--- config.mk ---
export PLATFORM = sky130hd
export DESIGN_NAME = tape_bit_pulse_run_encoder
export DESIGN_NICKNAME = d
export VERILOG_FILES = /design/src/rtl/core/tbpre_pkg.sv /design/src/rtl/core/tape_bit_pulse_run_encoder.sv
export SDC_FILE = /design/constraint.sdc
export NUM_CORES = 1
export LEC_CHECK = 0
export ABC_CLOCK_PERIOD_IN_PS = 3100
export BUFFER_PORTS_ARGS = -buffer_cell sky130_fd_sc_hd__buf_2
export CAP_MARGIN = 30
export CORE_AREA = 4 4 144 174
export CTS_CLUSTER_DIAMETER = 200
export DETAILED_ROUTE_END_ITERATION = 16
export DIE_AREA = 0 0 148 178
export PLACE_DENSITY = 0.79
export SETUP_SLACK_MARGIN = 0.2
export SYNTH_ARGS = -nofsm -noshare
export SYNTH_HDL_FRONTEND = slang
export SYNTH_SLANG_ARGS = --single-unit
--- constraint.sdc ---
create_clock -name clk -period 3.1 [get_ports clk]
set_input_delay 0.31 -clock clk [delete_from_list [all_inputs] [get_ports clk]]
set_output_delay 0.31 -clock clk [all_outputs]
set_load 0.05 [all_outputs]
--- src/rtl/core/tbpre_pkg.sv ---
// Types and constants of the tape bit pulse run encoder.
package tbpre_pkg;

    localparam int DIV_W     = 20;
    localparam int COUNT_W   = 12;
    localparam int DUR_W     = 16;
    localparam int LEVEL_W   = 8;
    localparam int CFG_IDX_W = 3;
    localparam int CFG_W     = 16;

    localparam logic [DIV_W-1:0]   US_PER_SEC  = 20'd1000000;
    localparam logic [DUR_W-1:0]   TRAILER_US  = 16'd2000;
    localparam logic [COUNT_W-1:0] MAX_SAMPLES = 12'd4095;

    localparam logic [1:0] CMD_LEAD   = 2'd0;
    localparam logic [1:0] CMD_DATA   = 2'd1;
    localparam logic [1:0] CMD_TRAIL  = 2'd2;
    localparam logic [1:0] CMD_UNUSED = 2'd3;

    localparam logic [CFG_IDX_W-1:0] REG_SAMPLE_RATE   = 3'd0;
    localparam logic [CFG_IDX_W-1:0] REG_BIT_US        = 3'd1;
    localparam logic [CFG_IDX_W-1:0] REG_PULSE_US      = 3'd2;
    localparam logic [CFG_IDX_W-1:0] REG_LEAD_US       = 3'd3;
    localparam logic [CFG_IDX_W-1:0] REG_HIGH_LEVEL    = 3'd4;
    localparam logic [CFG_IDX_W-1:0] REG_LOW_LEVEL     = 3'd5;
    localparam logic [CFG_IDX_W-1:0] REG_SILENCE_LEVEL = 3'd6;

    typedef enum logic [1:0] {
        CAL_IDLE,
        CAL_LOAD,
        CAL_DIV,
        CAL_STORE
    } cal_state_t;

    typedef enum logic [2:0] {
        JOB_PERIOD,
        JOB_LEAD,
        JOB_TRAIL,
        JOB_PULSE,
        JOB_GAP,
        JOB_HALF
    } cal_job_t;

    typedef enum logic [2:0] {
        RUN_LEAD,
        RUN_TRAIL,
        RUN_GAP,
        RUN_HALF,
        RUN_PULSE
    } run_kind_t;

    typedef struct packed {
        logic load;
        logic step;
        logic store;
        logic busy;
    } cal_ctl_t;

endpackage

--- src/rtl/core/tape_bit_pulse_run_encoder.sv ---
// Top level of the tape bit pulse run encoder: run sample counts, expander and output pipeline.
//
// Usage: each input word on command/data_byte (in_valid/in_ready) expands into runs on
// run_level/run_samples/last_run (out_valid/out_ready); last_run marks the final run of a word.
// A lead-in or trailer word gives one run, a data byte gives two runs per zero bit and four
// runs per one bit, 16 to 32 runs in all; command 3 is accepted and gives nothing.
// The run expander emits one run per cycle when the output is not stalled, so a data byte holds
// the input until its last run leaves, and lead-in or trailer words are taken one per cycle.
// The first run of a word passes the input, expander, run kind and output registers.
// Sample counts are kept in registers and rebuilt by one shared restoring divider, one quotient
// bit per cycle, in six divisions. This pass runs after reset and after every
// configuration write, and in_ready stays low while it runs.
// Reset clears all valid bits and loads the register defaults. When out_ready is low the
// output register holds its run and the stall backs up through the pipeline to in_ready;
// nothing is dropped or repeated.
module tape_bit_pulse_run_encoder (
    input  logic                                 clk,
    input  logic                                 rst_n,
    input  logic                                 cfg_we,
    input  logic [tbpre_pkg::CFG_IDX_W-1:0]      cfg_index,
    input  logic [tbpre_pkg::CFG_W-1:0]          cfg_data,
    input  logic                                 in_valid,
    output logic                                 in_ready,
    input  logic [1:0]                           command,
    input  logic [7:0]                           data_byte,
    output logic                                 out_valid,
    input  logic                                 out_ready,
    output logic [tbpre_pkg::LEVEL_W-1:0]        run_level,
    output logic [tbpre_pkg::COUNT_W-1:0]        run_samples,
    output logic                                 last_run
);
    import tbpre_pkg::*;

    logic [DUR_W-1:0]   rate_reg;
    logic [DUR_W-1:0]   bit_us_reg;
    logic [DUR_W-1:0]   pulse_us_reg;
    logic [DUR_W-1:0]   lead_us_reg;
    logic [LEVEL_W-1:0] high_level_reg;
    logic [LEVEL_W-1:0] low_level_reg;
    logic [LEVEL_W-1:0] silence_level_reg;

    cal_state_t        cal_state_reg;
    cal_state_t        cal_state_next;
    cal_job_t          job_reg;
    cal_ctl_t          cal_ctl;
    logic [4:0]        step_reg;
    logic [DIV_W-1:0]  dvd_reg;
    logic [DIV_W-1:0]  dsr_reg;
    logic [DIV_W-1:0]  rem_reg;
    logic [DIV_W:0]    div_trial;
    logic [DIV_W:0]    div_diff;
    logic              div_ge;
    logic [DIV_W-1:0]  op_dvd;
    logic [DIV_W-1:0]  op_dsr;
    logic [DUR_W-1:0]  gap_us;
    logic [DUR_W-1:0]  half_us;
    logic [DUR_W+1:0]  rest_us;
    logic [COUNT_W-1:0] quot_sat;

    logic [DIV_W-1:0]   period_reg;
    logic [COUNT_W-1:0] lead_cnt_reg;
    logic [COUNT_W-1:0] trail_cnt_reg;
    logic [COUNT_W-1:0] pulse_cnt_reg;
    logic [COUNT_W-1:0] gap_cnt_reg;
    logic [COUNT_W-1:0] half_cnt_reg;

    logic        a_valid_reg;
    logic [1:0]  a_cmd_reg;
    logic [7:0]  a_byte_reg;
    logic        a_ready;
    logic        in_fire;

    logic        b_valid_reg;
    logic [1:0]  b_cmd_reg;
    logic [7:0]  b_byte_reg;
    logic [2:0]  b_bits_reg;
    logic [1:0]  b_phase_reg;
    run_kind_t   b_kind;
    logic        b_last;
    logic        b_bit_end;
    logic        b_fire;
    logic        b_done;
    logic        b_load;

    logic        c_valid_reg;
    run_kind_t   c_kind_reg;
    logic        c_last_reg;
    logic        c_ready;

    logic               d_valid_reg;
    logic [LEVEL_W-1:0] d_level_reg;
    logic [COUNT_W-1:0] d_samples_reg;
    logic               d_last_reg;
    logic               d_ready;
    logic [LEVEL_W-1:0] sel_level;
    logic [COUNT_W-1:0] sel_samples;

    // configuration registers
    always_ff @(posedge clk or negedge rst_n)
    begin
        if (!rst_n)
        begin
            rate_reg          <= 16'd44100;
            bit_us_reg        <= 16'd1600;
            pulse_us_reg      <= 16'd150;
            lead_us_reg       <= 16'd2000;
            high_level_reg    <= 8'd255;
            low_level_reg     <= 8'd127;
            silence_level_reg <= 8'd127;
        end
        else if (cfg_we)
        begin
            case (cfg_index)
                REG_SAMPLE_RATE:   rate_reg          <= cfg_data;
                REG_BIT_US:        bit_us_reg        <= cfg_data;
                REG_PULSE_US:      pulse_us_reg      <= cfg_data;
                REG_LEAD_US:       lead_us_reg       <= cfg_data;
                REG_HIGH_LEVEL:    high_level_reg    <= cfg_data[LEVEL_W-1:0];
                REG_LOW_LEVEL:     low_level_reg     <= cfg_data[LEVEL_W-1:0];
                REG_SILENCE_LEVEL: silence_level_reg <= cfg_data[LEVEL_W-1:0];
                default:           ;
            endcase
        end
    end

    // run durations
    always_comb
    begin
        gap_us  = (bit_us_reg > pulse_us_reg) ? (bit_us_reg - pulse_us_reg) : '0;
        rest_us = {2'b00, bit_us_reg} - {1'b0, pulse_us_reg, 1'b0};
        half_us = (!rest_us[DUR_W+1] && (rest_us != '0)) ? rest_us[DUR_W:1] : '0;
    end

    // count rebuild sequencer
    always_comb
    begin
        cal_state_next = cal_state_reg;
        case (cal_state_reg)
            CAL_IDLE:  cal_state_next = CAL_IDLE;
            CAL_LOAD:  cal_state_next = CAL_DIV;
            CAL_DIV:   cal_state_next = (step_reg == 5'(DIV_W - 1)) ? CAL_STORE : CAL_DIV;
            CAL_STORE: cal_state_next = (job_reg == JOB_HALF) ? CAL_IDLE : CAL_LOAD;
            default:   cal_state_next = CAL_IDLE;
        endcase
        if (cfg_we)
        begin
            cal_state_next = CAL_LOAD;
        end
    end

    always_comb
    begin
        cal_ctl = '0;
        case (cal_state_reg)
            CAL_IDLE:  cal_ctl.busy  = 1'b0;
            CAL_LOAD:
            begin
                cal_ctl.load = 1'b1;
                cal_ctl.busy = 1'b1;
            end
            CAL_DIV:
            begin
                cal_ctl.step = 1'b1;
                cal_ctl.busy = 1'b1;
            end
            CAL_STORE:
            begin
                cal_ctl.store = 1'b1;
                cal_ctl.busy  = 1'b1;
            end
            default:   cal_ctl.busy  = 1'b1;
        endcase
    end

    always_ff @(posedge clk or negedge rst_n)
    begin
        if (!rst_n)
        begin
            cal_state_reg <= CAL_LOAD;
            job_reg       <= JOB_PERIOD;
        end
        else
        begin
            cal_state_reg <= cal_state_next;
            if (cfg_we)
            begin
                job_reg <= JOB_PERIOD;
            end
            else if (cal_ctl.store && (job_reg != JOB_HALF))
            begin
                job_reg <= cal_job_t'(job_reg + 3'd1);
            end
        end
    end

    // divider operands
    always_comb
    begin
        op_dsr = period_reg;
        case (job_reg)
            JOB_PERIOD:
            begin
                op_dvd = US_PER_SEC;
                op_dsr = (rate_reg == '0) ? DIV_W'(1) : DIV_W'(rate_reg);
            end
            JOB_LEAD:  op_dvd = DIV_W'(lead_us_reg);
            JOB_TRAIL: op_dvd = DIV_W'(TRAILER_US);
            JOB_PULSE: op_dvd = DIV_W'(pulse_us_reg);
            JOB_GAP:   op_dvd = DIV_W'(gap_us);
            JOB_HALF:  op_dvd = DIV_W'(half_us);
            default:   op_dvd = '0;
        endcase
    end

    // restoring divider, one quotient bit per cycle
    always_comb
    begin
        div_trial = {rem_reg, dvd_reg[DIV_W-1]};
        div_ge    = div_trial >= {1'b0, dsr_reg};
        div_diff  = div_trial - {1'b0, dsr_reg};
        quot_sat  = (dvd_reg[DIV_W-1:COUNT_W] != '0) ? MAX_SAMPLES : dvd_reg[COUNT_W-1:0];
    end

    always_ff @(posedge clk or negedge rst_n)
    begin
        if (!rst_n)
        begin
            step_reg <= '0;
        end
        else if (cal_ctl.load)
        begin
            step_reg <= '0;
        end
        else if (cal_ctl.step)
        begin
            step_reg <= step_reg + 5'd1;
        end
    end

    always_ff @(posedge clk)
    begin
        if (cal_ctl.load)
        begin
            dvd_reg <= op_dvd;
            dsr_reg <= op_dsr;
            rem_reg <= '0;
        end
        else if (cal_ctl.step)
        begin
            rem_reg <= div_ge ? div_diff[DIV_W-1:0] : div_trial[DIV_W-1:0];
            dvd_reg <= {dvd_reg[DIV_W-2:0], div_ge};
        end
        if (cal_ctl.store)
        begin
            case (job_reg)
                JOB_PERIOD: period_reg    <= dvd_reg;
                JOB_LEAD:   lead_cnt_reg  <= quot_sat;
                JOB_TRAIL:  trail_cnt_reg <= quot_sat;
                JOB_PULSE:  pulse_cnt_reg <= quot_sat;
                JOB_GAP:    gap_cnt_reg   <= quot_sat;
                JOB_HALF:   half_cnt_reg  <= quot_sat;
                default:    ;
            endcase
        end
    end

    // stage A: input word
    assign in_fire  = in_valid && in_ready;
    assign a_ready  = !a_valid_reg || b_load;
    assign in_ready = a_ready && !cal_ctl.busy;

    always_ff @(posedge clk or negedge rst_n)
    begin
        if (!rst_n)
        begin
            a_valid_reg <= 1'b0;
        end
        else if (a_ready)
        begin
            // drop unused commands here
            a_valid_reg <= in_fire && (command != CMD_UNUSED);
        end
    end

    always_ff @(posedge clk)
    begin
        if (in_fire)
        begin
            a_cmd_reg  <= command;
            a_byte_reg <= data_byte;
        end
    end

    // stage B: run expander
    always_comb
    begin
        b_kind    = RUN_LEAD;
        b_last    = 1'b1;
        b_bit_end = 1'b0;
        case (b_cmd_reg)
            CMD_LEAD:  b_kind = RUN_LEAD;
            CMD_TRAIL: b_kind = RUN_TRAIL;
            CMD_DATA:
            begin
                if (b_byte_reg[7])
                begin
                    b_kind    = b_phase_reg[0] ? RUN_PULSE : RUN_HALF;
                    b_bit_end = (b_phase_reg == 2'd3);
                end
                else
                begin
                    b_kind    = b_phase_reg[0] ? RUN_PULSE : RUN_GAP;
                    b_bit_end = b_phase_reg[0];
                end
                b_last = b_bit_end && (b_bits_reg == '0);
            end
            default:   b_kind = RUN_LEAD;
        endcase
    end

    assign b_fire = b_valid_reg && c_ready;
    assign b_done = b_fire && b_last;
    assign b_load = a_valid_reg && (!b_valid_reg || b_done);

    always_ff @(posedge clk or negedge rst_n)
    begin
        if (!rst_n)
        begin
            b_valid_reg <= 1'b0;
        end
        else if (b_load)
        begin
            b_valid_reg <= 1'b1;
        end
        else if (b_done)
        begin
            b_valid_reg <= 1'b0;
        end
    end

    always_ff @(posedge clk)
    begin
        if (b_load)
        begin
            b_cmd_reg   <= a_cmd_reg;
            b_byte_reg  <= a_byte_reg;
            b_bits_reg  <= 3'd7;
            b_phase_reg <= '0;
        end
        else if (b_fire)
        begin
            if (b_bit_end)
            begin
                b_bits_reg  <= b_bits_reg - 3'd1;
                b_phase_reg <= '0;
                b_byte_reg  <= {b_byte_reg[6:0], 1'b0};
            end
            else
            begin
                b_phase_reg <= b_phase_reg + 2'd1;
            end
        end
    end

    // stage C: run kind
    assign c_ready = !c_valid_reg || d_ready;

    always_ff @(posedge clk or negedge rst_n)
    begin
        if (!rst_n)
        begin
            c_valid_reg <= 1'b0;
        end
        else if (c_ready)
        begin
            c_valid_reg <= b_valid_reg;
        end
    end

    always_ff @(posedge clk)
    begin
        if (b_fire)
        begin
            c_kind_reg <= b_kind;
            c_last_reg <= b_last;
        end
    end

    // stage D: level and count select, output register
    always_comb
    begin
        case (c_kind_reg)
            RUN_LEAD:
            begin
                sel_level   = silence_level_reg;
                sel_samples = lead_cnt_reg;
            end
            RUN_TRAIL:
            begin
                sel_level   = silence_level_reg;
                sel_samples = trail_cnt_reg;
            end
            RUN_GAP:
            begin
                sel_level   = low_level_reg;
                sel_samples = gap_cnt_reg;
            end
            RUN_HALF:
            begin
                sel_level   = low_level_reg;
                sel_samples = half_cnt_reg;
            end
            RUN_PULSE:
            begin
                sel_level   = high_level_reg;
                sel_samples = pulse_cnt_reg;
            end
            default:
            begin
                sel_level   = high_level_reg;
                sel_samples = pulse_cnt_reg;
            end
        endcase
    end

    assign d_ready = !d_valid_reg || out_ready;

    always_ff @(posedge clk or negedge rst_n)
    begin
        if (!rst_n)
        begin
            d_valid_reg <= 1'b0;
        end
        else if (d_ready)
        begin
            d_valid_reg <= c_valid_reg;
        end
    end

    always_ff @(posedge clk)
    begin
        if (d_ready && c_valid_reg)
        begin
            d_level_reg   <= sel_level;
            d_samples_reg <= sel_samples;
            d_last_reg    <= c_last_reg;
        end
    end

    assign out_valid   = d_valid_reg;
    assign run_level   = d_level_reg;
    assign run_samples = d_samples_reg;
    assign last_run    = d_last_reg;

endmodule

==> summary.md <==
| Metric | Value |
|---|---|
| Outcome | `completed` |
| Global route overflow | `0` |
| CORE AREA | `0.02320 mm^2` |
| Arrival time worst endpoint | `3180 ps` |
| Clk slew on worst S/H paths | `60 ps` |
| Hold Path Sink | `pulse_us_reg[15]$_DFFE_PN0P_` |
| TritonCTS Buffers | `29` |
| Seq/Total Area, Yosys | `56.36%` |
| Port bufs | `56` |
| Die width | `148 um` |
| Fill cells | `1644` |
| Num Clock Sinks | `292` |
| Minimum clock period | `2886 ps` |
| Row count | `61` |
| Critical Path Start Type | `flop` |
| R2R Path End | `dvd_reg[1]$_DFFE_PP_` |
| TritonRoute pass-1 iters | `6` |
| Hold Crit Depth | `3` |
| Root Buffer | `clkbuf_16` |
| Syn Area/Cell | `12.39 um^2` |
| YS warnings | `0` |
| Vias | `9622` |
| Slew HR | `36.16%` |
| Worst path slowest cell | `fa_2` |
| Routability cong. | `0.9575` |
| Routed WL | `32940 um` |
| Chip height | `178 um` |
| Vias in the first global route | `9653` |
| Nets | `1357` |
| Overall power | `12.28 mW` |
| Dpl cells | `1515` |
| Routed wire per std cell | `20.69 um` |
| Post-synth ARST share | `34.93%` |
| Place WS | `85.79 ps` |
| Share of post-route cells with drive strength above 1 | `27.17%` |
| I/O pin count | `57` |
| Met2 Usage GRT | `43.42%` |
| Vias per cell | `6.044` |
| Worst hold-check path type | `in -> reg` |
| Final worst-path setup slack | `213.9 ps` |
| Power per Cell Area | `747.8 mW/mm^2` |
| 1st-iter DRT viols | `783` |
| Grt met3 use | `3.329%` |
| Placed Area | `0.01506 mm^2` |
| GRT Util Overall | `24.96%` |
| Worst flop-to-flop path startpoint | `pulse_us_reg[0]$_DFFE_PN0P_` |
| Clock Latency Late Sink | `570 ps` |
| #FFs+latches synth | `292` |
| Die footprint | `0.02634 mm^2` |
| Post-Syn Instances | `1154` |
| Clock Skews | `16.35 ps` |
| # DRC | `0` |
| R2R setup slack | `210 ps` |
| RSZ-0062 raised after global routing | `true` |
| Final period util | `93.10%` |
| Initial Util | `61.64%` |
| Ys flop type | `edfxtp_1` |
| CP most frequent cell | `buf_6` |
| EDFF count, synth | `165` |
| Clock Path Buffers | `3` |
| Hold wc startpoint | `cfg_data[15]` |
| Initial antenna violation count | `0` |
| Netlist Area Pre-Place | `0.01430 mm^2` |
| Crit path max fanout | `6` |
| CP required | `3390 ps` |
| Worst stage delay on the critical path | `410 ps` |
| CTS tree | `done` |
| H-tree depth | `1` |
| GR Util met1 | `32.97%` |
| Worst reg2reg path depth | `12` |
| N_diodes | `0` |
| GR peak layer | `met2` |
| Area Overhead vs Synth | `14.85%` |
| Pins over their slew limit | `0` |
| Synth cell types | `81` |
| Max rail drop VDD | `0.5175 mV` |
| Critical-path cell list | `buf_6, ha_4, inv_2, fa_2, a211oi_2, o21ai_2, a31o_2, a21oi_4, a21boi_4, buf_6, a222oi_1, o221ai_1` |
| Fin. Hold Viols | `0` |
| Max frequency | `0.3465 GHz` |
| Measured slew at the worst slew-check pin | `957.5 ps` |
| Hpwl dp | `22950 um` |
| Crit path kind | `reg -> reg` |
| # setup viols final | `0` |
| Syn nets | `1257` |
| Final Instance Area | `0.01643 mm^2` |
| Max Cap Viol | `0` |
| Setup TNS | `0 ps` |
| First-pass GRT wire length | `51850 um` |
| Endpoint type of the worst setup path | `flop` |
| Largest net degree at the start of global routing | `65` |
| Post-route ant nets | `0` |
| Post-route insts no fill | `1592` |
| Leakage power | `6.216 nW` |
==> critical path: cells and delay by family, from the launching register on <==
kind,cells,cell delay [ps]
AOI/OAI and AO/OA,7,1360
adders and majority gates,2,530
DFF,1,400
buffers and inverters,3,320
==> synth_stat cells (all sizes together), types with 20 or more instances <==
cell type / count / area share (%)
edfxtp: 165 / 35
mux2: 99 / 7.8
nand2: 96 / 2.6
inv: 71 / 1.9
ha: 66 / 5.8
o21ai: 62 / 2.2
dfrtp: 60 / 10
a21oi: 51 / 1.8
nor2: 50 / 1.3
dfstp: 42 / 7.7
clkbuf: 31 / 0.81
dfxtp: 25 / 3.5
a211oi: 23 / 1.2
mux2i: 23 / 1.6
xor2: 21 / 1.3
nand2b: 20 / 0.87
==> placed cells by master (no fill, tap or decap), drive strengths merged, types with 8 or more instances in the layout <==
cell type,synthesis,layout
o22ai,8,8
nand2b,20,20
xor2,21,21
a21oi,51,51
dfstp,42,42
nor3,12,12
or2,10,10
dlygate4sd3,0,11
mux2i,23,23
mux4,12,12
buf,8,97
a211oi,23,23
clkbuf,31,40
a21o,9,9
and2,13,13
nand2,96,96
dfrtp,60,60
o221ai,12,12
dfxtp,25,25
mux2,99,99
nand3,14,14
nor4,10,10
xnor2,19,19
inv,71,73
edfxtp,165,165
nand4,11,11
nor2b,12,12
o21ai,62,62
ha,66,66
nor2,50,50
clkinv,2,10
==> cell type report <==
cell class                      instances  area (um^2)  share of cell area (%)
Tap cell                              315        394.1                   2.399
Clock buffer                           40        838.3                   5.103
Timing Repair Buffer                  108        748.2                   4.555
Multi-Input combinational cell        750         6000                   36.52
Clock inverter                         14        112.6                  0.6855
Inverter                               73        274.0                   1.668
Sequential cell                       292         8060                   49.07
==> power by group <==
group / switching (mW) / internal, mW / leakage [nW]
combinational: 2.05 / 1.52 / 3.04
clock: 1.49 / 1.98 / 0.460
sequential: 0.417 / 4.83 / 2.71
total: 3.96 / 8.33 / 6.22
==> logic make-up after synthesis <==
logic type	Yosys count	synth area share (%)
buffers and inverters	112	3.062
multiplexers	134	11.29
adder cells (fa/ha/maj)	69	6.194
flip-flops	292	56.36
AO/OA/AOI/OAI	238	11.43
XOR/XNOR	40	2.450
AND/OR/NAND/NOR	269	9.212
==> per-layer routing <==
layer  wire (um)  up-vias
li1            -     4482
met1       13650     4749
met2       16580      313
met3        1784       78
met4         934        0
met5           0        -
==> through the flow <==
step | hold slack, ps | util (%)
after floorplan | 14.41 | -
after global placement | 323.0 | 64.92
after detailed placement | 320.3 | 64.92
after CTS | 2.175 | 69.68
after global routing | 28.04 | 70.80
final | 21.32 | 70.80
==> repair_timing <==
| action | CTS | global route |
|---|---|---|
| cloned | 0 | 0 |
| endpoints found under the hold margin | 33 | 0 |
| pin swaps | 0 | 14 |
| endpoints found under the setup margin | 8 | 18 |
| buffers inserted | 2 | 9 |
| hold buffers | 11 | 0 |
| gates resized for setup | 6 | 35 |
==> worst max-delay path by stage <==
stage                                     start                   end  slack, ps  depth (start not counted)
CTS                   bit_us_reg[1]$_DFFE_PN0P_  dvd_reg[3]$_DFFE_PP_        210                         12
finish              pulse_us_reg[0]$_DFFE_PN0P_  dvd_reg[1]$_DFFE_PP_        210                         12
floorplan           pulse_us_reg[1]$_DFFE_PN1P_  dvd_reg[0]$_DFFE_PP_        280                         11
global route        pulse_us_reg[0]$_DFFE_PN0P_  dvd_reg[2]$_DFFE_PP_        160                         12
detailed placement  pulse_us_reg[1]$_DFFE_PN1P_  dvd_reg[7]$_DFFE_PP_         90                         10
global placement    pulse_us_reg[1]$_DFFE_PN1P_  dvd_reg[3]$_DFFE_PP_        110                         10
Power figures use the tool's default switching activity.
